===== src/sv/tss_pkg.sv =====
// ----------------------------------------------------------------------------
// tss_pkg: shared types and constants of the tone step sequencer
// Step layout, click constants, divider sizes, controller states and the
// command and status bundles between controller and datapath.
// ----------------------------------------------------------------------------
package tss_pkg;

    localparam int TABLE_DEPTH_DEF = 256;

    localparam int ADDR_W   = 8;
    localparam int FREQ_W   = 25;
    localparam int LED_W    = 2;
    localparam int DUR_W    = 16;
    localparam int STEP_W   = FREQ_W + 1 + LED_W + DUR_W;
    localparam int CLOCK_W  = 28;
    localparam int PERIOD_W = 16;

    localparam int PADDR_W = 4;
    localparam int PDATA_W = 32;

    localparam int DIV_W     = CLOCK_W;
    localparam int DIV_CNT_W = $clog2(DIV_W);
    localparam int HZ_W      = 15;

    // hz = (mhz * RECIP_1000) >> RECIP_SHIFT, exact for mhz below 2**24
    localparam int RECIP_W     = 25;
    localparam int RECIP_SHIFT = 34;
    localparam int PROD_W      = (FREQ_W - 1) + RECIP_W;
    localparam logic [RECIP_W-1:0] RECIP_1000 = 25'd17179870;

    localparam logic [CLOCK_W-1:0] CLOCK_RESET    = 28'd1000000;
    localparam logic [FREQ_W-1:0]  CLICK_HIGH_MHZ = 25'd5000000;
    localparam logic [FREQ_W-1:0]  CLICK_LOW_MHZ  = 25'd1000000;
    localparam logic [FREQ_W-1:0]  FREQ_KEEP      = {FREQ_W{1'b1}};
    localparam logic [DUR_W-1:0]   CLICK_DUR      = 16'd4;
    localparam logic [LED_W-1:0]   LED_KEEP       = 2'b11;
    localparam logic [LED_W-1:0]   LED_ON         = 2'b01;
    localparam logic [LED_W-1:0]   LED_OFF        = 2'b00;

    localparam logic [1:0] REG_CLOCK = 2'd0;
    localparam logic [1:0] REG_SPK   = 2'd1;
    localparam logic [1:0] REG_LED   = 2'd2;

    typedef enum logic [1:0] {
        OP_TICK  = 2'd0,
        OP_WRITE = 2'd1,
        OP_PLAY  = 2'd2,
        OP_CLICK = 2'd3
    } op_t;

    typedef enum logic [2:0] {
        S_IDLE,
        S_TICK,
        S_FETCH,
        S_LOAD,
        S_HZ,
        S_DIV,
        S_APPLY,
        S_DONE
    } state_t;

    typedef struct packed {
        logic [FREQ_W-1:0] freq;
        logic              vol;
        logic [LED_W-1:0]  led;
        logic [DUR_W-1:0]  dur;
    } step_t;

    typedef struct packed {
        logic high;
        logic led;
        logic spk;
    } click_snap_t;

    typedef struct packed {
        logic [CLOCK_W-1:0] clock_hz;
        logic               spk_en;
        logic               led_en;
    } cfg_t;

    typedef struct packed {
        logic wr_table;
        logic set_audio;
        logic set_click;
        logic clr_stepped;
        logic tick;
        logic load_step;
        logic div_init;
        logic div_step;
        logic apply;
        logic load_out;
    } cmd_t;

    typedef struct packed {
        logic tick_due;
        logic seq_go;
        logic div_last;
        logic slot_free;
    } sts_t;

endpackage


===== src/sv/tss_ctrl.sv =====
// ----------------------------------------------------------------------------
// tss_ctrl: sequencer controller
// Takes one request at a time and steps the datapath through tick handling,
// step fetch, period division, step apply and result hand-off.
// ----------------------------------------------------------------------------
module tss_ctrl (
    input  logic          clk,
    input  logic          rst_n,
    input  logic          req_valid,
    input  logic [1:0]    op,
    input  tss_pkg::sts_t sts,
    output logic          req_ready,
    output tss_pkg::cmd_t cmd
);

    import tss_pkg::*;

    state_t state_reg;
    state_t state_next;
    op_t    req_op;
    logic   accept;

    assign req_op = op_t'(op);
    assign accept = req_valid && (state_reg == S_IDLE);

    always_comb
    begin
        state_next = state_reg;
        case (state_reg)
            S_IDLE:
            begin
                if (req_valid)
                begin
                    state_next = (req_op == OP_TICK) ? S_TICK : S_DONE;
                end
            end
            S_TICK:
            begin
                state_next = (sts.tick_due && sts.seq_go) ? S_FETCH : S_DONE;
            end
            S_FETCH: state_next = S_LOAD;
            S_LOAD:  state_next = S_HZ;
            S_HZ:    state_next = S_DIV;
            S_DIV:
            begin
                if (sts.div_last)
                begin
                    state_next = S_APPLY;
                end
            end
            S_APPLY: state_next = S_DONE;
            S_DONE:
            begin
                if (sts.slot_free)
                begin
                    state_next = S_IDLE;
                end
            end
            default: state_next = S_IDLE;
        endcase
    end

    always_comb
    begin
        cmd             = '0;
        req_ready       = (state_reg == S_IDLE);
        cmd.clr_stepped = accept;
        cmd.wr_table    = accept && (req_op == OP_WRITE);
        cmd.set_audio   = accept && (req_op == OP_PLAY);
        cmd.set_click   = accept && (req_op == OP_CLICK);
        case (state_reg)
            S_TICK:  cmd.tick      = 1'b1;
            S_LOAD:  cmd.load_step = 1'b1;
            S_HZ:    cmd.div_init  = 1'b1;
            S_DIV:   cmd.div_step  = 1'b1;
            S_APPLY: cmd.apply     = 1'b1;
            S_DONE:  cmd.load_out  = sts.slot_free;
            default: cmd.tick      = 1'b0;
        endcase
    end

    always_ff @(posedge clk or negedge rst_n)
    begin
        if (!rst_n)
        begin
            state_reg <= S_IDLE;
        end
        else
        begin
            state_reg <= state_next;
        end
    end

endmodule


===== config.mk =====
export PLATFORM = sky130hd
export DESIGN_NAME = tss_ctrl
export DESIGN_NICKNAME = d
export VERILOG_FILES = /design/src/sv/tss_pkg.sv /design/src/sv/tss_ctrl.sv
export SDC_FILE = /design/constraint.sdc
export NUM_CORES = 1
export LEC_CHECK = 0
export ABC_AREA = 1
export BUFFER_PORTS_ARGS = -buffer_cell sky130_fd_sc_hd__clkbuf_2
export CAP_MARGIN = 20
export CORE_AREA = 8 8 45 47
export CTS_CLUSTER_DIAMETER = 150
export DETAILED_ROUTE_END_ITERATION = 12
export DIE_AREA = 0 0 53 55
export HOLD_SLACK_MARGIN = 0.05
export PLACE_DENSITY_LB_ADDON = 0.08
export SLEW_MARGIN = 5
export SYNTH_ARGS = -nofsm -noshare
export SYNTH_HDL_FRONTEND = slang
export SYNTH_SLANG_ARGS = --single-unit

===== constraint.sdc =====
create_clock -name clk -period 1 [get_ports clk]
set_clock_uncertainty 0.05 [all_clocks]
set_input_delay 0.05 -clock clk [delete_from_list [all_inputs] [get_ports clk]]
set_output_delay 0.05 -clock clk [all_outputs]
set_load 0.005 [all_outputs]

## After elaboration in Yosys (flattened, before gate mapping)

Index checks and enable logic that the tools add are counted.

- Bits in registers: 3
- Latch bits: 0
- Memory bits (writable): 0
- ROM bits: 0
- Output and inout port bits: 11
- Memories kept: 0

- Add/subtract/negate cells: 0
- Multipliers: 0
- Divide/modulo/power cells: 0
- Order comparisons: 0
- Equality and inequality tests: 13
- Shift operators: 0
- Multiplexer cells: 12
- Bitwise operators: 0
- Reductions and logical operators: 8

Operators with widths:

| cell | number |
|---|---|
| $pmux 3 s8 | 1 |
| $mux 3 | 5 |
| $eq 3x3->1 const B | 4 |
| $eq 3x2->1 const B | 2 |
| $mux 1 | 6 |
| $ne 2x2->1 const B | 3 |
| $logic_and 1x1->1 | 5 |
| $eq 2x2->1 const B | 2 |
| $eq 3x1->1 const B | 1 |
| $logic_not 3->1 | 1 |
| $reduce_and 3->1 | 1 |
| $eq 2x1->1 const B | 1 |
| $logic_not 2->1 | 1 |

## Logic depth before layout (Yosys ltp)

Gate-level depths: netlist of the first run.

- Depth in word-level cells: 4
- Depth in mapped cells: 6
- Gate-level depth less buffers: 6

## Worst setup path after synthesis of the first run

OpenSTA, ideal clock, no wires.

- Path type: register to register
- Start point: register state_reg[1]
- End point: register state_reg[2]
- Setup time: 0.121 ns
- Arrival: 0.916 ns
- Data required time: 0.829 ns
- Slack: -0.086 ns
- Stages on the path, launching flop included: 7
- Path buffers: 0
- Period minus slack after synthesis: 1.086 ns
- Cell sequence: dfrtp_1 > nor2_2 > nand2_2 > nor2_4 > inv_1 > nand3_1 > nand2_1

- Word-level cells in the longest chain between the ends: 3
- Elaborated cells on any way between the ends: 13
- Those cells by class: eq/ne: 10; mux: 1; reduce/logical: 2

RTL lines:

| item | RTL line | source |
|---|---|---|
| start, declared | tss_ctrl.sv:18 | `state_t state_reg;` |
| start signal, assigned | tss_ctrl.sv:90 | `state_reg <= state_next;` |
| $eq 3x3->1 / $logic_not 3->1 (equally long branches) | tss_ctrl.sv:29 | `case (state_reg)` |
| $ne 2x2->1 (no line) | - |  |
| $reduce_and 3->1 (no line) | - |  |

Parallel ways exist; a longest one is shown, timed or not.
A chain may end at the register's enable or synchronous reset.

==> results.toml, run 1 <==
[worst_setup_path]
cp.required_ns = 0.90
crit_type = "flop to output port"
cp.arrival_ns = 1.27
timing.rr.start = "state_reg[2]$_DFFE_PN0P_"
r2r_cells = 9
rr_endpoint = "state_reg[2]$_DFFE_PN0P_"
endpoint_kind = "output port"
reg2reg_slack_ns = -0.28
critPathMaxFanout = 3
crit_path_start_kind = "flop"

[placed_design]
place_inst = 94
port_buffers = 19
place_area_um2 = 522
gp_congestion = 0.667
hpwl_um = 822

[synth]
synth.area.mux_share_pct = 0
synth_top_area_share_pct = 23.5
ys_ff_latch = 3
ys_warn_count = 0
synth-simple-area-share_pct = 55.7
yosysUniqueCellTypes = 16
synthCells = 48
seq_area_frac_synth_pct = 23.5
yosysMostFrequentCell = "nand2_1"
synth_area_leaders = "dfrtp_1 (24%), nand2_1 (11%), nor3_2 (9.4%)"
syn_area_um2 = 319
synth.net_count = 57
synth_flop_cell = "dfrtp_1"
syn_area_per_cell_um2 = 6.65
synth_commonest_cells = "nand2_1 (9), inv_1 (7), nand3_1 (4), nor2_1 (4), nor2_2 (4)"
synth_fa_ha_area_share_pct = 0
synth_compound_area_share_pct = 6.67
synth_edf_count = 0
async_flop_share_pct = 100
synth_top_family_by_area = "simple AND/OR/NAND/NOR gates"
synth_xor_area_share_pct = 0
synth_area_leader_cell = "dfrtp_1"

[clock_network]
cts_tree = "yes"
insertion_delay_ns = 0.23
htree_levels = 1
path_clk_slew_ns = 0.04
clock_path_buffers = 2
cts_sinks = 3
root_buffer = "clkbuf_4"
cts_buffers = 3

[job]
drv_cap = 0

[power_and_ir_drop]
ir_drop_v = 0.00146
leakagePower_nw = 0.376
total_power_mw = 2.06
p_per_area_nw_per_um2 = 2950

[cells_and_area]
final_core_util_pct = 50.5
stdcell_area_um2 = 698
instances_no_fill = 105
drive_gt1_share_pct = 73.0
largest_reg_flops = 3
diodes = 0
nNetsFinal = 99
area_delta_synth_final_pct = 119
fill_cells = 133

[grt]
grt_max_degree = 6
grt-ovfl-total = 0
grt_pass1_wl_mm = 1.66
grt_pass1_vias = 421
track_usage_pct = 7.50
antenna_found_initial = 0

[floorplan]
dieArea_um2 = 2920
die_h_um = 55
num_rows = 14
start_util_pct = 23.1
dieWidth_um = 53
core_um2 = 1380
ios = 20

[timing]
fin_crit_ns = 1.37
slew_viol_final = 0
finalWorstSetupSlack_ns = -0.369
tightest_slew_ns = 0.180
fmax_mhz = 730
hold_violations = 0
rsz0062_at_grt = "yes"
slew_headroom_pct = 87.9
setup_viol = 14
whs_ns = 0.0976
fin_crit_sh_pct = 137

[status]
status = "finished with violations"
violations = "negative setup slack"

[detailed_routing]
final_antenna_net_count = 0
drc = 0
drt_iter0_markers = 3
vias = 433
dr.pass1.iters = 2
vias_per_cell = 4.12
wl_mm = 1.05
avgRoutedWirePerCell_um = 9.95

[worst_hold_path]
hp-class = "input port to asynchronous set/reset pin"
-- report_power, final --
group,switching [mW],total (mW),internal [mW]
clock network,0.0606,0.210,0.149
logic,0.693,1.56,0.867
registers,0.0907,0.292,0.201
total,0.844,2.06,1.22
-- final cells by class --
class                   count  area, µm²  area share, %
well taps                  16       20.0           2.87
multi-input cells          34        249           35.7
clock buffers               4       26.3           3.76
repair buffers             38        282           40.3
flip-flops and latches      3       78.8           11.3
inverters                  10       42.5           6.09
-- worst max-delay path, stage by stage, from the launching register on --
cell	delay, ns
dfrtp_2	0.39
buf_4	0.15
buf_4	0.11
nand3_4	0.07
buf_4	0.14
nor2_1	0.07
clkbuf_2	0.11
-- per-layer routing --
| metal | part of all wire (%) | track usage, % |
|---|---|---|
| met5 | 0 | 0 |
| met2 | 51 | 13.1 |
| met1 | 43 | 8.09 |
| met4 | 0 | 2.59 |
| met3 | 6.0 | 2.94 |
-- kinds of logic (layout without fill, tap and decap cells) --
group | count (synthesis) | count (layout)
and+or+nand+nor | 31 | 31
AOI/OAI and AO/OA | 3 | 3
DFF | 3 | 3
buffers and inverters | 11 | 52
-- how the worst max path moves through the flow --
stage	startpoint	end	slack, ns	cells after the start
2_1_floorplan	state_reg[1]$_DFFE_PN0P_	state_reg[2]$_DFFE_PN0P_	-0.09	6
3_3_place_gp	state_reg[1]$_DFFE_PN0P_	cmd[7]	-0.17	6
3_5_place_dp	state_reg[1]$_DFFE_PN0P_	cmd[7]	-0.16	6
4_1_cts	state_reg[2]$_DFFE_PN0P_	cmd[7]	-0.37	6
5_1_grt	state_reg[2]$_DFFE_PN0P_	cmd[7]	-0.44	6
6_report	state_reg[1]$_DFFE_PN0P_	cmd[0]	-0.37	6
-- per-stage QoR --
step,TNS [ns],setup slack [ns]
global route,-4.91,-0.443
floorplan,-0.310,-0.0862
global placement,-1.36,-0.170
detailed placement,-1.25,-0.164
CTS,-3.79,-0.371
finish,-3.78,-0.369
-- repair_timing --
| action | 4_1_cts | 5_1_grt |
|---|---|---|
| endpoints found under the setup margin | 14 | 14 |
| hold buffers | 1 | 0 |
| pin swaps | 3 | 5 |
| hold endpoints to repair | 3 | 0 |
| resized for setup | 18 | 10 |
| buffers inserted | 3 | 3 |
-- cells in the final DEF, fill, tap and decap left out --
cell,netlist,routed
nand2_4,0,1
a21oi_1,1,1
inv_1,7,4
o21a_1,1,1
nor2_4,1,5
inv_2,3,4
nand3_1,4,4
buf_6,0,7
nor3_1,2,1
buf_2,0,4
a21oi_2,1,1
nor3_2,3,4
buf_12,0,1
buf_4,1,11
clkbuf_1,0,1
dfrtp_2,0,3
nand2_1,9,7
dlygate4sd3_1,0,1
nand3_4,0,2
clkbuf_2,0,14
nand2_2,2,3
inv_4,0,2
nor2_1,4,4
clkbuf_4,0,3
Note: power is estimated with default switching activity, not from simulation.
==> run 2: changes to the inputs <==
--- a/config.mk
+++ b/config.mk
@@ -8,10 +8,10 @@
 export ABC_AREA = 1
 export BUFFER_PORTS_ARGS = -buffer_cell sky130_fd_sc_hd__clkbuf_2
 export CAP_MARGIN = 20
-export CORE_AREA = 8 8 45 47
+export CORE_AREA = 2 2 39 41
 export CTS_CLUSTER_DIAMETER = 150
 export DETAILED_ROUTE_END_ITERATION = 12
-export DIE_AREA = 0 0 53 55
+export DIE_AREA = 0 0 41 43
 export HOLD_SLACK_MARGIN = 0.05
 export PLACE_DENSITY_LB_ADDON = 0.08
 export SLEW_MARGIN = 5
==> results.toml, run 2 (synthesis results as in run 1) <==
[status]
status = "finished with violations"
violations = "negative setup slack"

[clock_network]
cts_buffers = 3
htree_levels = 1
cts_tree = "yes"
root_buffer = "clkbuf_4"
clock_path_buffers = 2
insertion_delay_ns = 0.23
path_clk_slew_ns = 0.04
cts_sinks = 3

[power_and_ir_drop]
clkPwrFrac_pct = 11.5
switching_power_uw = 791
pwr-share-seq_pct = 16.1
p_per_area_nw_per_um2 = 2850
p_int_mw = 1.06
netSwitchingFraction_pct = 42.8
power_frac_comb_pct = 72.3
leakagePower_nw = 0.361
ir_drop_v = 0.00116

[floorplan]
die_h_um = 43
start_util_pct = 23.1
ios = 20
core_um2 = 1380
num_rows = 14
dieArea_um2 = 1760
dieWidth_um = 41

[worst_hold_path]
hp-class = "input port to asynchronous set/reset pin"

[detailed_routing]
drc = 0
drt_iter0_markers = 0
avgRoutedWirePerCell_um = 9.60
wl_um = 989
vias_per_cell = 4.24
final_antenna_net_count = 0
vias = 437
dr.pass1.iters = 1

[cells_and_area]
fill_cells = 145
final_common_cell = "clkbuf_2"
final_core_util_pct = 46.9
diodes = 0
layout_common_cells = "clkbuf_2 (14), buf_4 (11), nand2_1 (8)"
nNetsFinal = 97
drive_gt1_share_pct = 72.4
largest_reg_flops = 3
area_delta_synth_final_pct = 104

[grt]
grt_pass1_vias = 398
grt_max_degree = 6
grt_pass1_wl_mm = 1.57
grt-ovfl-total = 0
antenna_found_initial = 0
track_usage_pct = 13.3

[timing]
whs_ns = 0.0987
tightest_slew_ns = 0.198
fmax_mhz = 755
setup_viol = 14
slew_headroom_pct = 86.8
rsz0062_at_grt = "yes"
fin_crit_ns = 1.33
finalWorstSetupSlack_ns = -0.325
slew_viol_final = 0
fin_crit_sh_pct = 133
hold_violations = 0

[placed_design]
hpwl_um = 704
port_buffers = 19
gp_congestion = 0.645

[worst_setup_path]
reg2reg_slack_ns = -0.21
cp.arrival_ns = 1.23
critPathMaxFanout = 4
rr_endpoint = "state_reg[2]$_DFFE_PN0P_"
crit_type = "flop to output port"
endpoint_kind = "output port"
r2r_cells = 7
cp.required_ns = 0.90
timing.rr.start = "state_reg[2]$_DFFE_PN0P_"
crit_path_start_kind = "flop"

[job]
drv_cap = 0
==> run 2: final cells by class <==
type	count	area, µm²	area share [%]
clock buffer	4	26.3	4.05
multi-input combinational	34	234	36.0
tap	16	20.0	3.08
timing repair buffer	36	250	38.5
sequential	3	78.8	12.1
inverter	10	40.0	6.17
==> run 2: layer usage <==
layer / vias up / global-route usage (%) / part of all wire, %
met1: 201 / 16.3 / 38
met3: 2 / 3.14 / 4.6
met4: 0 / 8.00 / 0.91
met5: - / 0 / 0
li1: 225 / - / -
met2: 9 / 20.0 / 56
==> run 2: worst max-delay path by stage <==
| stage | end | slack (ns) | depth (start not counted) | from |
|---|---|---|---|---|
| floorplan | state_reg[2]$_DFFE_PN0P_ | -0.09 | 6 | state_reg[1]$_DFFE_PN0P_ |
| global placement | state_reg[2]$_DFFE_PN0P_ | -0.17 | 6 | state_reg[1]$_DFFE_PN0P_ |
| detailed placement | cmd[7] | -0.17 | 6 | state_reg[1]$_DFFE_PN0P_ |
| CTS | cmd[7] | -0.32 | 6 | state_reg[1]$_DFFE_PN0P_ |
| global route | cmd[9] | -0.42 | 6 | state_reg[1]$_DFFE_PN0P_ |
| finish | cmd[7] | -0.33 | 6 | state_reg[2]$_DFFE_PN0P_ |
==> run 2: stage by stage <==
step	setup WS, ns	power [mW]	setup TNS (ns)	instances	area [µm²]
after floorplan	-0.0862	0.797	-0.310	48	328
after global placement	-0.172	1.26	-1.18	91	499
after detailed placement	-0.171	1.25	-1.22	91	499
after CTS	-0.320	1.82	-3.47	103	643
after global routing	-0.422	2.01	-4.41	103	649
final	-0.325	1.85	-3.52	103	649
==> run 2: power groups by stage <==
stage               Combinational [mW]  Sequential, mW  Clock, mW
finish                            1.34           0.299      0.213
global route                      1.47           0.303      0.235
CTS                               1.31           0.292      0.223
detailed placement               0.953           0.302          0
global placement                 0.961           0.303          0
floorplan                        0.511           0.287          0
==> run 2: critical path, stage by stage, from the launching register on <==
cell and delay (ns):
dfrtp_2 0.42, nor2_4 0.13, nand2_2 0.07, inv_2 0.08, nand2_4 0.07, nor3_2 0.10
buf_2 0.13
==> run 2: timing repair <==
item                                    in CTS  in global routing
gates cloned                                 0                  0
hold buffers                                 1                  0
gates resized for setup                     16                  6
endpoints found under the hold margin        3                  0
endpoints found under the setup margin      14                 14
buffers inserted                             7                  1
pin swaps                                    4                  0
==> run 3: changes to the inputs <==
--- a/config.mk
+++ b/config.mk
@@ -12,6 +12,7 @@
 export CTS_CLUSTER_DIAMETER = 150
 export DETAILED_ROUTE_END_ITERATION = 12
 export DIE_AREA = 0 0 41 43
+export GPL_TIMING_DRIVEN = 0
 export HOLD_SLACK_MARGIN = 0.05
 export PLACE_DENSITY_LB_ADDON = 0.08
 export SLEW_MARGIN = 5
==> constraint.sdc (replaced) <==
create_clock -name clk -period 1.3 [get_ports clk]
set_clock_uncertainty 0.05 [all_clocks]
set_input_delay 0.065 -clock clk [delete_from_list [all_inputs] [get_ports clk]]
set_output_delay 0.065 -clock clk [all_outputs]
set_load 0.005 [all_outputs]
==> results.toml, run 3 (synthesis results as in run 1) <==
[placed_design]
hpwl_um = 594
place_inst = 83
gp_congestion = 0.659
port_buffers = 19

[timing]
setup_viol = 3
slew_viol_final = 0
fin_crit_ns = 1.31
hold_violations = 0
finalWorstSetupSlack_ns = -0.0107
slew_headroom_pct = 88.7
fmax_mhz = 763
fin_crit_sh_pct = 101
rsz0062_at_grt = "yes"
tightest_slew_ns = 0.168

[clock_network]
insertion_delay_ns = 0.23
cts_sinks = 3
cts_tree = "yes"
htree_levels = 1
path_clk_slew_ns = 0.04
clock_path_buffers = 2
root_buffer = "clkbuf_4"
cts_buffers = 3

[cells_and_area]
final_common_cell = "clkbuf_2"
layout_common_cells = "clkbuf_2 (16), nand2_1 (9), buf_4 (8)"
nNetsFinal = 89
instances_no_fill = 95
diodes = 0
drive_gt1_share_pct = 62.0
final_core_util_pct = 39.0
largest_reg_flops = 3
area_delta_synth_final_pct = 69.0
fill_cells = 149

[detailed_routing]
wl_um = 769
drc = 0
vias_per_cell = 4.18
vias = 397
avgRoutedWirePerCell_um = 8.09
dr.pass1.iters = 3
drt_iter0_markers = 6
final_antenna_net_count = 0

[floorplan]
num_rows = 14
core_um2 = 1380
die_h_um = 43
ios = 20
dieArea_um2 = 1760
start_util_pct = 23.1
dieWidth_um = 41

[power_and_ir_drop]
ir_drop_v = 0.000949
pwr-share-seq_pct = 18.6
p_int_uw = 609
power_frac_comb_pct = 66.7
switching_power_uw = 485
leakagePower_nw = 0.317
clkPwrFrac_pct = 14.6
p_per_area_nw_per_um2 = 2030
total_power_mw = 1.09
netSwitchingFraction_pct = 44.3

[grt]
grt-ovfl-total = 0
grt_max_degree = 6
grt_pass1_vias = 333
grt_pass1_wl_mm = 1.21
track_usage_pct = 9.77
antenna_found_initial = 0

[worst_setup_path]
crit_path_start_kind = "flop"
crit_type = "flop to output port"
cp.arrival_ns = 1.20
critPathMaxFanout = 4
cp.required_ns = 1.19
endpoint_kind = "output port"

[worst_hold_path]
hp-class = "input port to asynchronous set/reset pin"

[status]
status = "finished with violations"
violations = "negative setup slack"

[job]
drv_cap = 0
run 3: timing repair:
item | 4_1_cts | 5_1_grt
pin swaps | 1 | 0
buffers inserted | 6 | 1
hold endpoints to repair | 3 | 0
endpoints found under the setup margin | 4 | 5
resized for setup | 5 | 4
hold buffers | 1 | 0
run 3: power groups by stage:
stage               Clock [mW]  Sequential [mW]  Combinational (mW)
global route             0.172            0.210               0.817
finish                   0.160            0.204               0.730
detailed placement           0            0.240               0.535
floorplan                    0            0.220               0.384
CTS                      0.172            0.199               0.719
global placement             0            0.249               0.539
run 3: final timing paths:
check | cells past startpoint | start | slack [ns] | end
worst max-delay path | 6 | state_reg[2]$_DFFE_PN0P_ | -0.01 | cmd[8]
worst min-delay path | 2 | rst_n | 0.11 | state_reg[0]$_DFFE_PN0P_
worst max register to register | 8 | state_reg[2]$_DFFE_PN0P_ | 0.01 | state_reg[2]$_DFFE_PN0P_
worst min register to register | 3 | state_reg[0]$_DFFE_PN0P_ | 0.64 | state_reg[0]$_DFFE_PN0P_
max in group asynchronous | 2 | rst_n | 0.97 | state_reg[1]$_DFFE_PN0P_
min in group clk | 3 | req_valid | 0.13 | state_reg[0]$_DFFE_PN0P_
run 3: layout make-up:
type / count / area, µm² / share of cell area (%)
clock buffers: 4 / 26.3 / 4.87
inverters: 10 / 40.0 / 7.42
multi-input cells: 34 / 209 / 38.7
flip-flops and latches: 3 / 78.8 / 14.6
well taps: 16 / 20.0 / 3.71
plain buffers: 1 / 7.51 / 1.39
repair buffers: 27 / 158 / 29.2
run 3: metal layers:
metal / global-route usage (%) / wire length (µm) / vias to the layer above
li1: - / - / 211
met1: 13.0 / 327 / 181
met2: 15.0 / 425 / 5
met3: 0 / 17 / 0
met4: 6.00 / 0 / 0
met5: 0 / 0 / -
run 3: worst max-delay path, stage by stage, from the launching register on:
cell and delay [ns]:
dfrtp_2 0.41, nor2_4 0.12, nand2_2 0.07, inv_2 0.07, nand2_4 0.06, nor3_2 0.10, buf_2 0.13
run 3: metrics by stage:
stage / TNS, ns / cell area [µm²] / hold WS (ns) / setup slack [ns]
global route: -0.474 / 539 / 0.126 / -0.105
finish: -0.0212 / 539 / 0.109 / -0.0107
detailed placement: 0 / 434 / -0.188 / 0.0723
CTS: -0.0657 / 529 / 0.0963 / -0.0225
floorplan: 0 / 319 / -0.281 / 0.214
global placement: 0 / 434 / -0.186 / 0.0692
