`src/sv/tss_pkg.sv`:
```
// ----------------------------------------------------------------------------
// tss_pkg: shared types and constants of the tone step sequencer
// Step layout, click constants, divider sizes, controller states and the
// command and status bundles between controller and datapath.
// ----------------------------------------------------------------------------
package tss_pkg;

    localparam int TABLE_DEPTH_DEF = 256;

    localparam int ADDR_W   = 8;
    localparam int FREQ_W   = 25;
    localparam int LED_W    = 2;
    localparam int DUR_W    = 16;
    localparam int STEP_W   = FREQ_W + 1 + LED_W + DUR_W;
    localparam int CLOCK_W  = 28;
    localparam int PERIOD_W = 16;

    localparam int PADDR_W = 4;
    localparam int PDATA_W = 32;

    localparam int DIV_W     = CLOCK_W;
    localparam int DIV_CNT_W = $clog2(DIV_W);
    localparam int HZ_W      = 15;

    // hz = (mhz * RECIP_1000) >> RECIP_SHIFT, exact for mhz below 2**24
    localparam int RECIP_W     = 25;
    localparam int RECIP_SHIFT = 34;
    localparam int PROD_W      = (FREQ_W - 1) + RECIP_W;
    localparam logic [RECIP_W-1:0] RECIP_1000 = 25'd17179870;

    localparam logic [CLOCK_W-1:0] CLOCK_RESET    = 28'd1000000;
    localparam logic [FREQ_W-1:0]  CLICK_HIGH_MHZ = 25'd5000000;
    localparam logic [FREQ_W-1:0]  CLICK_LOW_MHZ  = 25'd1000000;
    localparam logic [FREQ_W-1:0]  FREQ_KEEP      = {FREQ_W{1'b1}};
    localparam logic [DUR_W-1:0]   CLICK_DUR      = 16'd4;
    localparam logic [LED_W-1:0]   LED_KEEP       = 2'b11;
    localparam logic [LED_W-1:0]   LED_ON         = 2'b01;
    localparam logic [LED_W-1:0]   LED_OFF        = 2'b00;

    localparam logic [1:0] REG_CLOCK = 2'd0;
    localparam logic [1:0] REG_SPK   = 2'd1;
    localparam logic [1:0] REG_LED   = 2'd2;

    typedef enum logic [1:0] {
        OP_TICK  = 2'd0,
        OP_WRITE = 2'd1,
        OP_PLAY  = 2'd2,
        OP_CLICK = 2'd3
    } op_t;

    typedef enum logic [2:0] {
        S_IDLE,
        S_TICK,
        S_FETCH,
        S_LOAD,
        S_HZ,
        S_DIV,
        S_APPLY,
        S_DONE
    } state_t;

    typedef struct packed {
        logic [FREQ_W-1:0] freq;
        logic              vol;
        logic [LED_W-1:0]  led;
        logic [DUR_W-1:0]  dur;
    } step_t;

    typedef struct packed {
        logic high;
        logic led;
        logic spk;
    } click_snap_t;

    typedef struct packed {
        logic [CLOCK_W-1:0] clock_hz;
        logic               spk_en;
        logic               led_en;
    } cfg_t;

    typedef struct packed {
        logic wr_table;
        logic set_audio;
        logic set_click;
        logic clr_stepped;
        logic tick;
        logic load_step;
        logic div_init;
        logic div_step;
        logic apply;
        logic load_out;
    } cmd_t;

    typedef struct packed {
        logic tick_due;
        logic seq_go;
        logic div_last;
        logic slot_free;
    } sts_t;

endpackage

```
`src/sv/tss_cfg.sv`:
```
// ----------------------------------------------------------------------------
// tss_cfg: configuration registers
// APB-style register file for the timer clock and the click enables.
// ----------------------------------------------------------------------------
module tss_cfg (
    input  logic                        clk,
    input  logic                        rst_n,
    input  logic                        psel,
    input  logic                        penable,
    input  logic                        pwrite,
    input  logic [tss_pkg::PADDR_W-1:0] paddr,
    input  logic [tss_pkg::PDATA_W-1:0] pwdata,
    output logic [tss_pkg::PDATA_W-1:0] prdata,
    output logic                        pready,
    output tss_pkg::cfg_t               cfg
);

    import tss_pkg::*;

    cfg_t       cfg_reg;
    cfg_t       cfg_next;
    logic       wr_en;
    logic [1:0] reg_idx;

    assign pready  = 1'b1;
    assign wr_en   = psel && penable && pwrite;
    assign reg_idx = paddr[3:2];

    always_comb
    begin
        cfg_next = cfg_reg;
        if (wr_en)
        begin
            case (reg_idx)
                REG_CLOCK: cfg_next.clock_hz = pwdata[CLOCK_W-1:0];
                REG_SPK:   cfg_next.spk_en   = pwdata[0];
                REG_LED:   cfg_next.led_en   = pwdata[0];
                default:   cfg_next = cfg_reg;
            endcase
        end
    end

    always_comb
    begin
        case (reg_idx)
            REG_CLOCK: prdata = PDATA_W'(cfg_reg.clock_hz);
            REG_SPK:   prdata = PDATA_W'(cfg_reg.spk_en);
            REG_LED:   prdata = PDATA_W'(cfg_reg.led_en);
            default:   prdata = '0;
        endcase
    end

    always_ff @(posedge clk or negedge rst_n)
    begin
        if (!rst_n)
        begin
            cfg_reg.clock_hz <= CLOCK_RESET;
            cfg_reg.spk_en   <= 1'b0;
            cfg_reg.led_en   <= 1'b0;
        end
        else
        begin
            cfg_reg <= cfg_next;
        end
    end

    assign cfg = cfg_reg;

endmodule

```
`config.mk`:
```
export PLATFORM = sky130hd
export DESIGN_NAME = tss_cfg
export DESIGN_NICKNAME = d
export VERILOG_FILES = /design/src/sv/tss_pkg.sv /design/src/sv/tss_cfg.sv
export SDC_FILE = /design/constraint.sdc
export NUM_CORES = 1
export LEC_CHECK = 0
export BUFFER_PORTS_ARGS = -buffer_cell sky130_fd_sc_hd__buf_2
export CORE_MARGIN = 5
export CORE_UTILIZATION = 36
export CTS_CLUSTER_DIAMETER = 80
export DETAILED_ROUTE_END_ITERATION = 8
export PLACE_DENSITY = 0.8
export SLEW_MARGIN = 20
export SYNTH_ARGS = -nofsm -noshare
export SYNTH_HDL_FRONTEND = slang
export SYNTH_SLANG_ARGS = --single-unit
```
`constraint.sdc`:
```
create_clock -name clk -period 1.1 [get_ports clk]
set_clock_uncertainty 0.1 [all_clocks]
set_input_delay 0.22 -clock clk [delete_from_list [all_inputs] [get_ports clk]]
set_output_delay 0.22 -clock clk [all_outputs]
set_load 0.02 [all_outputs]
```
# Word-level counts from Yosys, hierarchy flattened
# Index checks and enable logic that the tools add are counted.
[totals] word_cells=12 output_inout_bits=63 input_bits=41 ff_bits=30
[classes] reduce_logical=6 eq_ne=2 mux=1
[op_table] op="28-bit one-hot mux with 3 select lines" n=1
[op_table] op="2-bit AND reduction" n=3
[op_table] op="2-bit by 1-bit == test with 1-bit output (second input constant)" n=1
[op_table] op="2-bit == test (second input constant)" n=1
[op_table] op="1-bit logical AND" n=2
[op_table] op="2-bit zero test" n=1

# Depth between registers and ports, before layout
# Gate-level depths: netlist (run 1).
[depth] ltp_word=3 ltp_mapped=4 depth_no_buf=3

# Least setup slack after synthesis (run 1)
# OpenSTA, ideal clock, no wires.
[synth_path] path_kind="input to register" startpoint="input pwrite" endpoint="register cfg_reg, in the netlist cfg[27]" path_slack_ps=-348 path_stages=4 arrival_ps=1223 setup_time_ps=125 n_path_buf=1 required_time_ps=875 path_cell_list="nand3_1 -> nor3_4 -> buf_6 -> mux2_2"
[synth_between] elab_chain_cells=2
[synth_lines] item="from (decl)" line="tss_cfg.sv:10" rtl="input logic pwrite,"
[synth_lines] item="1-bit logical AND" line="tss_cfg.sv:26" rtl="assign wr_en = psel && penable && pwrite;"
[synth_lines] item="2-bit AND reduction (no line)"
[synth_lines] item="to (signal assigned)" line="tss_cfg.sv:63" rtl="cfg_reg <= cfg_next;"
[synth_lines] item="to (decl)" line="tss_cfg.sv:20" rtl="cfg_t cfg_reg;"
# No other way between the ends.
# A chain may end at the register's enable or synchronous reset.

# Worst setup path in the final report (run 1)
[layout_path] startpoint="register cfg_reg, in the netlist cfg[0]" endpoint="output prdata[0] (netlist name)"
[layout_between] elab_chain_cells=1
[layout_lines] item="28-bit one-hot mux with 3 select lines" line="tss_cfg.sv:45" rtl="case (reg_idx)"
[layout_lines] item="to (decl)" line="tss_cfg.sv:13" rtl="output logic [tss_pkg::PDATA_W-1:0] prdata,"
# No other way between the ends.

==> results of run 1 <==
-- critical path: cells and delay by family (launching register included) --
family                 cells  cell delay [ns]
muxes                      1             0.20
DFF                        1             0.41
buffers and inverters      1             0.13
AOI/OAI and AO/OA          1             0.08
-- timing repair --
item                                    CTS  global route
pin swaps                                 3             9
endpoints found under the setup margin   79            87
hold endpoints to repair                 30             0
setup buffers                             4            22
cloned                                    3             2
hold buffers                              1             0
gates resized for setup                 148            35
-- per-stage QoR --
stage / setup slack (ns) / area (µm²) / TNS [ns] / instances / hold WS [ns]
floorplan: -0.317 / 1460 / -7.52 / 109 / -0.176
global placement: -0.296 / 2030 / -13.23 / 249 / 0.0801
detailed placement: -0.335 / 2030 / -14.63 / 249 / 0.0834
CTS: -0.301 / 2720 / -9.23 / 265 / 0.0638
global route: -0.338 / 3040 / -14.82 / 287 / 0.0624
finish: -0.327 / 3040 / -12.56 / 287 / 0.0715
-- cells by family after synthesis --
group | Yosys count
buf+inv | 9
simple gates | 33
flops | 30
other cells | 2
mux | 31
compound gates | 1
-- cells in the final DEF (no fill, tap or decap) --
| cell type | n |
|---|---|
| buf_6 | 74 |
| buf_2 | 31 |
| mux2_4 | 26 |
| and2_4 | 25 |
| dfrtp_1 | 21 |
| buf_4 | 14 |
| dfstp_2 | 7 |
| clkbuf_8 | 6 |
| buf_12 | 6 |
| conb_1 | 5 |
| mux2_2 | 4 |
| buf_16 | 3 |
| and2_1 | 2 |
| nor3b_1 | 2 |
| dfrtp_2 | 2 |
| clkbuf_16 | 2 |
| nor2_4 | 1 |
| mux2i_1 | 1 |
| nand3b_1 | 1 |
| o21ai_2 | 1 |
| nand3_4 | 1 |
| nor3_4 | 1 |
| clkinv_2 | 1 |
| clkbuf_1 | 1 |
| dlygate4sd3_1 | 1 |
-- path summary, 6_finish.rpt --
path / startpoint / slack [ns] / end / depth (start not counted)
worst max register to register: cfg[0] / -0.02 / cfg[0] / 3
worst min-delay path: pwdata[8] / 0.07 / cfg[10] / 2
worst max-delay path: cfg[0] / -0.33 / prdata[0] / 3
min in group asynchronous: rst_n / 0.35 / cfg[4] / 3
worst min register to register: cfg[28] / 0.46 / cfg[28] / 1
max in group asynchronous: rst_n / 0.31 / cfg[21] / 3
-- power groups by stage --
| stage | Clock (mW) | Combinational, mW | Sequential [mW] |
|---|---|---|---|
| after global routing | 0.977 | 2.53 | 1.70 |
| after detailed placement | 0 | 1.35 | 1.61 |
| after CTS | 0.914 | 1.90 | 1.66 |
| after global placement | 0 | 1.32 | 1.59 |
| final | 0.907 | 2.42 | 1.68 |
| after floorplan | 0 | 0.483 | 1.91 |
-- per-layer routing --
metal	track usage, %	wire length (µm)
met1	20.7	1980
met2	40.0	3490
met3	4.71	332
met4	7.38	164
met5	0	0
-- final cells by class --
cell class	instances	share of cell area, %
multi-input cells	70	25.4
clock inverters	1	0.165
well taps	48	1.97
clock buffers	7	2.84
flip-flops and latches	30	25.1
repair buffers	131	44.6
==> impl_metrics.csv, run 1 <==
group,metric,value,unit
floorplan,fp.dieH,72.4,µm
logic_synthesis,synth_mux_area_share,24.8,%
logic_synthesis,yosys.area_share.simple,15.4,%
power,clockPowerShare,18.1,%
detailed_routing,drc,0,
logic_synthesis,synth_adder_area_share,0,%
cts,cts_htree_levels,2,
placement,gp_congestion,0.772,
floorplan,die_x,72.4,µm
outcome,status,"complete, but fails checks",
global_route,grt_usage,20.4,%
power,power.total,5.00,mW
sta,hold_viol,0,
detailed_routing,dr.pass1.iters,4,
final_layout,multi_input_area,772,µm²
power,swShare,32.7,%
sta,setup_ws,-0.327,ns
power,p_sw,1.64,mW
sta,finalSetupViolations,87,
final_layout,diodes,0,
setup_path,end_kind,"primary output",
logic_synthesis,synth-main-ff-cell,"dfrtp_1",
job,cap_violations,0,
hold_path,hp-class,"in2reg",
detailed_routing,vias,1400,
logic_synthesis,yosysTopAreaCell,"dfrtp_1",
cts,clk_path_buf_depth,2,
logic_synthesis,synth_top_area_share,41.0,%
global_route,grt_pass1_vias,1434,
detailed_routing,drt-initial-drc-count,48,
final_layout,largest_reg_flops,30,
power,ir_drop,1300,µV
logic_synthesis,synth_compound_area_share,0.357,%
global_route,grt_first_pass_wirelength,7910,µm
sta,rsz0062_at_grt,"yes",
cts,clk_pin_slew,0.06,ns
floorplan,die_area,5250,µm²
logic_synthesis,synth_top_family_by_area,"multiplexers",
logic_synthesis,yosys-top-cells-count,"29 x mux2_2, 27 x and2_1, 23 x dfrtp_1, 7 x dfstp_2, 5 x buf_4",
setup_path,critPathLaunchType,"flip-flop",
logic_synthesis,syn-cell-area,1400,µm²
power,pwr-share-seq,33.6,%
global_route,antenna_found_initial,0,
placement,io_buffers,92,
detailed_routing,routed_wl,5960,µm
logic_synthesis,ys_seq_area_share,54.1,%
setup_path,critical_path.max_stage_delay,0.41,ns
power,power.density,1650,nW/µm²
power,p_leak,1.51,nW
logic_synthesis,ys_ff_latch,30,
detailed_routing,wire_per_inst,20.8,µm
logic_synthesis,netlist_instances,106,
cts,clockRootBuffer,"clkbuf_8",
detailed_routing,ant_nets,0,
cts,cts_buffers,5,
sta,period_needed,1.43,ns
final_layout,areaGrowthSynthToFinish,117,%
power,intPower,3.36,mW
floorplan,ios,104,
cts,clock_latency,0.28,ns
power,p_comb_share,48.3,%
cts,cts_tree,"done",
setup_path,critPathMaxFanout,2,
final_layout,drive_above_1_share,85.8,%
final_layout,ff_latch_area,762,µm²
setup_path,worstPathRequired,0.78,ns
outcome,violations,"setup timing",
logic_synthesis,synth_cell_types,16,
logic_synthesis,yosys.area_share.xor_xnor,0,%
global_route,grt_max_degree,31,
logic_synthesis,async_reset_ff_share,100,%
logic_synthesis,synth_most_common_cell,"mux2_2",
logic_synthesis,syn-mean-instance-area,13.2,µm²
sta,fin_crit_sh,130,%
logic_synthesis,synth_edf_count,0,
final_layout,fill_cells,204,
sta,drv_slew,0,
floorplan,start_util,37.8,%
sta,fmax,0.701,GHz
floorplan,core,3720,µm²
setup_path,path_cells,"mux2i_1, o21ai_2, buf_6",
detailed_routing,vias_per_cell,4.88,
global_route,grt_overflow_total,0,
floorplan,rows,22,
setup_path,crit_arrival,1.11,ns
placement,hpwl,2770,µm
setup_path,cp_slowest_cell,"dfrtp_2",
final_layout,final_core_util,81.9,%
final_layout,nets,279,
logic_synthesis,synth_area_leaders,"dfrtp_1 41%, mux2_2 23%, dfstp_2 13%",
setup_path,critical_path_class,"reg2out",
logic_synthesis,ys_warn_count,0,
cts,clock_sinks,30,
Power figures use the tool's default switching activity.
==> run 2, diff against run 1 <==
--- a/config.mk
+++ b/config.mk
@@ -11,6 +11,7 @@
 export CTS_CLUSTER_DIAMETER = 80
 export DETAILED_ROUTE_END_ITERATION = 8
 export PLACE_DENSITY = 0.8
+export SETUP_SLACK_MARGIN = 0.4
 export SLEW_MARGIN = 20
 export SYNTH_ARGS = -nofsm -noshare
 export SYNTH_HDL_FRONTEND = slang
==> impl_metrics.csv, run 2 (synthesis results as in run 1) <==
group,metric,value,unit
setup_path,end_kind,"primary output",
final_layout,final_cell_area,3140,µm²
placement,post-place-ws,-0.330,ns
cts,clockRootBuffer,"clkbuf_8",
setup_path,crit_arrival,1.12,ns
placement,hpwl,2910,µm
cts,clock_sinks,30,
power,p_comb_share,48.7,%
detailed_routing,vias,1423,
detailed_routing,drt-initial-drc-count,53,
sta,fin_hold_ws,-0.218,ns
sta,setup_ws,-0.344,ns
power,p_sw,1.69,mW
hold_path,hp-class,"in2async",
final_layout,largest_reg_flops,30,
cts,cts_buffers,5,
setup_path,r2r-start,"cfg[0]",
global_route,antenna_found_initial,0,
cts,cts_htree_levels,2,
setup_path,critical_path_buf_inv_count,1,
global_route,grt_pass1_vias,1454,
sta,fin_crit_sh,131,%
setup_path,critical_path.max_stage_delay,0.58,ns
final_layout,areaGrowthSynthToFinish,124,%
final_layout,final_cell_mix,"75 x buf_6, 29 x mux2_4, 29 x buf_2, 27 x and2_4, 20 x buf_4",
cts,clk_path_buf_depth,2,
global_route,grt_max_degree,31,
detailed_routing,dr.pass1.iters,4,
detailed_routing,routed_wl,6340,µm
detailed_routing,drc,0,
power,ir_drop,1130,µV
floorplan,die_area,5250,µm²
detailed_routing,wire_per_inst,21.7,µm
placement,io_buffers,92,
final_layout,final_core_util,84.6,%
global_route,grt_overflow_total,0,
floorplan,core,3720,µm²
floorplan,fp.dieH,72.4,µm
detailed_routing,vias_per_cell,4.87,
sta,period_needed,1.44,ns
setup_path,critPathMaxFanout,3,
setup_path,worstPathRequired,0.78,ns
power,intPower,3.41,mW
sta,fmax,0.692,GHz
final_layout,drive_above_1_share,91.4,%
setup_path,cp_slowest_cell,"dfstp_2",
setup_path,critical_path_class,"reg2out",
setup_path,path_cells,"and2_4, buf_6",
floorplan,ios,104,
setup_path,critPathLaunchType,"flip-flop",
final_layout,nets,284,
power,p_leak,1.55,nW
outcome,violations,"hold timing, setup timing",
cts,clock_latency,0.28,ns
cts,clk_pin_slew,0.07,ns
placement,dp_cells,248,
placement,gp_congestion,0.690,
global_route,grt_first_pass_wirelength,8210,µm
power,clockPowerShare,17.8,%
power,swShare,33.1,%
final_layout,final_common_cell,"buf_6",
floorplan,die_x,72.4,µm
global_route,grt_usage,20.8,%
setup_path,crit_family,"flip-flops",
sta,rsz0062_at_grt,"yes",
detailed_routing,ant_nets,0,
power,pwr-share-seq,33.4,%
sta,finalSetupViolations,87,
job,cap_violations,0,
outcome,status,"complete, but fails checks",
floorplan,start_util,37.8,%
setup_path,worstSetupStartpoint,"cfg[20]",
power,power.density,1620,nW/µm²
final_layout,diodes,0,
sta,hold_viol,26,
floorplan,rows,22,
sta,drv_slew,0,
final_layout,finalNonFillerCells,292,
placement,dpl_cell_area,2080,µm²
cts,cts_tree,"done",
run 2: final timing paths:
| check | end | slack [ns] | depth (start not counted) |
|---|---|---|---|
| max in group asynchronous | cfg[18] | 0.87 | 2 |
| worst max-delay path | prdata[18] | -0.34 | 2 |
| worst min register to register | cfg[23] | 0.46 | 1 |
| worst max register to register | cfg[0] | -0.04 | 3 |
| worst min-delay path | cfg[12] | -0.22 | 2 |
| min in group clk | cfg[17] | 0.08 | 2 |
run 2: metrics by stage:
step	power [mW]	setup TNS, ns
finish	5.10	-13.06
global route	5.31	-15.27
CTS	4.65	-11.32
detailed placement	3.03	-15.43
global placement	2.98	-14.47
floorplan	2.47	-7.41
run 2: worst register-to-register path, cell delays in order, from the launching register on:
cell and delay (ns):
dfrtp_2 0.42, buf_6 0.12, buf_6 0.10, mux2_4 0.27
run 2: layout make-up:
class / instances / area [µm²]
clock inverters: 1 / 5.00
clock buffers: 7 / 86.3
well taps: 48 / 60.1
flip-flops and latches: 30 / 771
repair buffers: 136 / 1410
multi-input cells: 70 / 808
fillers: 167 / 573
run 2: repair_timing:
item | 4_1_cts | 5_1_grt
hold endpoints to repair | 23 | 23
pin swaps | 7 | 9
gates resized for setup | 155 | 23
buffers inserted | 9 | 22
cloned | 5 | 0
endpoints found under the setup margin | 88 | 88
run 2: routing by layer:
| metal | vias to the layer above | part of all wire, % | GRT usage [%] |
|---|---|---|---|
| met5 | - | 0 | 0 |
| met4 | 0 | 1.4 | 7.38 |
| met3 | 9 | 5.7 | 4.85 |
| met2 | 69 | 54 | 38.5 |
| met1 | 720 | 39 | 23.1 |
| li1 | 625 | - | - |
run 2: power groups by stage:
stage	combinational (mW)	sequential, mW	clock, mW
3_5_place_dp	1.40	1.64	0
2_1_floorplan	0.538	1.94	0
4_1_cts	2.06	1.68	0.920
5_1_grt	2.59	1.74	0.983
6_report	2.49	1.71	0.909
3_3_place_gp	1.36	1.62	0
==> run 3, diff against run 2 <==
--- a/config.mk
+++ b/config.mk
@@ -11,7 +11,7 @@
 export CTS_CLUSTER_DIAMETER = 80
 export DETAILED_ROUTE_END_ITERATION = 8
 export PLACE_DENSITY = 0.8
-export SETUP_SLACK_MARGIN = 0.4
+export SETUP_SLACK_MARGIN = 0.05
 export SLEW_MARGIN = 20
 export SYNTH_ARGS = -nofsm -noshare
 export SYNTH_HDL_FRONTEND = slang
==> impl_metrics.csv, run 3 (synthesis results as in run 1) <==
group,metric,value,unit
setup_path,crit_arrival,1.11,ns
floorplan,core,3720,µm²
cts,clockRootBuffer,"clkbuf_8",
setup_path,ff2ff_path_depth,3,
setup_path,path_cells,"and2_4, buf_6",
global_route,grt_overflow_total,0,
setup_path,worstSetupStartpoint,"cfg[20]",
power,ir_drop,1370,µV
sta,hold_viol,0,
detailed_routing,wire_per_inst,20.2,µm
final_layout,nets,288,
power,p_sw,1.74,mW
setup_path,crit-reg2reg-capture,"cfg[3]",
sta,fmax,0.698,GHz
power,clockPowerShare,20.9,%
detailed_routing,dr.pass1.iters,4,
setup_path,end_kind,"primary output",
setup_path,critPathLaunchType,"flip-flop",
final_layout,drive_above_1_share,87.9,%
cts,clk_path_buf_depth,2,
sta,period_needed,1.43,ns
setup_path,critPathMaxFanout,3,
sta,drv_slew,0,
setup_path,critical_path_class,"reg2out",
detailed_routing,drc,0,
placement,io_buffers,92,
detailed_routing,ant_nets,0,
power,p_comb_share,48.2,%
detailed_routing,drt-initial-drc-count,26,
setup_path,cp_num_cells,2,
final_layout,areaGrowthSynthToFinish,122,%
outcome,status,"complete, but fails checks",
power,intPower,3.67,mW
floorplan,fp.dieH,72.4,µm
detailed_routing,vias,1433,
sta,tns,-12.63,ns
cts,cts_tree,"done",
floorplan,die_x,72.4,µm
global_route,grt_usage,21.8,%
final_layout,finalNonFillerCells,296,
detailed_routing,vias_per_cell,4.84,
job,cap_violations,0,
global_route,grt_pass1_vias,1581,
sta,setup_ws,-0.333,ns
placement,hpwl,2850,µm
hold_path,hp-start,"pwdata[6]",
sta,fin_crit_sh,130,%
power,pwr-share-seq,30.8,%
outcome,violations,"setup timing",
sta,rsz0062_at_grt,"yes",
setup_path,crit_family,"flip-flops",
floorplan,rows,22,
power,power.density,1730,nW/µm²
hold_path,hold_depth,2,
final_layout,final_common_cell,"buf_6",
final_layout,largest_reg_flops,30,
setup_path,worstPathRequired,0.78,ns
placement,gp_congestion,0.720,
placement,dp_cells,250,
hold_path,hold_end,"cfg[8]",
final_layout,diodes,0,
cts,cts_htree_levels,2,
setup_path,cp_slowest_cell,"dfstp_2",
global_route,grt_max_degree,20,
cts,clk_pin_slew,0.08,ns
power,p_leak,1.55,nW
floorplan,ios,104,
final_layout,final_cell_mix,"88 x buf_6, 30 x buf_2, 26 x and2_4, 23 x mux2_4, 21 x dfrtp_1",
setup_path,critical_path_buf_inv_count,1,
cts,cts_buffers,5,
setup_path,critical_path.max_stage_delay,0.57,ns
cts,clock_sinks,30,
detailed_routing,routed_wl,5970,µm
power,swShare,32.2,%
setup_path,r2r-start,"cfg[3]",
cts,clock_latency,0.29,ns
global_route,grt_first_pass_wirelength,8440,µm
floorplan,start_util,37.8,%
sta,finalSetupViolations,80,
floorplan,die_area,5250,µm²
global_route,antenna_found_initial,0,
hold_path,hp-class,"in2reg",
setup_path,rrSetupSlack,-0.04,ns
-- run 3: cell types whose count changed in the layout (fill, tap and decap cells not counted), moves of 6 or more --
cell	change
dfrtp_1	+7
dfrtp_2	-7
mux2_4	-6
mux2_2	+6
buf_6	+13
buf_4	-7
-- run 3: layout make-up --
type	instances	area, µm²
multi-input cells	70	779
clock inverters	3	40.0
well taps	48	60.1
fillers	184	597
clock buffers	5	68.8
flip-flops and latches	30	762
repair buffers	140	1410
-- run 3: what timing repair did --
action,4_1_cts,5_1_grt
hold endpoints to repair,11,0
endpoints found under the setup margin,84,83
pin swaps,5,5
gates cloned,4,0
resized for setup,165,40
setup buffers,20,21
hold buffers,1,0
-- run 3: through the flow --
stage / utilization [%] / setup WS, ns / power, mW / hold slack [ns] / area, µm²
final: 83.9 / -0.333 / 5.41 / 0.0589 / 3120
after global routing: 83.9 / -0.361 / 5.61 / 0.0541 / 3120
after CTS: 78.4 / -0.296 / 4.95 / 0.0595 / 2910
after detailed placement: 55.1 / -0.311 / 2.96 / 0.0281 / 2050
after global placement: 55.1 / -0.285 / 2.92 / 0.0235 / 2050
after floorplan: - / -0.317 / 2.41 / -0.176 / 1500
-- run 3: worst max-delay path by stage --
stage                 endpoint  slack, ns
global placement       cfg[12]      -0.28
finish              prdata[18]      -0.33
detailed placement      cfg[3]      -0.31
CTS                  prdata[6]      -0.30
global route        prdata[18]      -0.36
floorplan              cfg[27]      -0.32
-- run 3: layer usage --
metal / share of wire [%] / vias up / track usage, % / wire, µm
li1: - / 628 / - / -
met1: 32 / 713 / 21.4 / 1900
met2: 59 / 78 / 42.9 / 3530
met3: 6.6 / 14 / 6.79 / 392
met4: 2.4 / 0 / 6.97 / 142
met5: 0 / - / 0 / 0
-- run 3: power by group through the flow --
stage | Combinational, mW | Sequential (mW) | Clock [mW]
5_1_grt | 2.74 | 1.69 | 1.18
3_3_place_gp | 1.33 | 1.59 | 0
2_1_floorplan | 0.501 | 1.91 | 0
4_1_cts | 2.20 | 1.63 | 1.12
3_5_place_dp | 1.36 | 1.61 | 0
6_report | 2.61 | 1.67 | 1.13
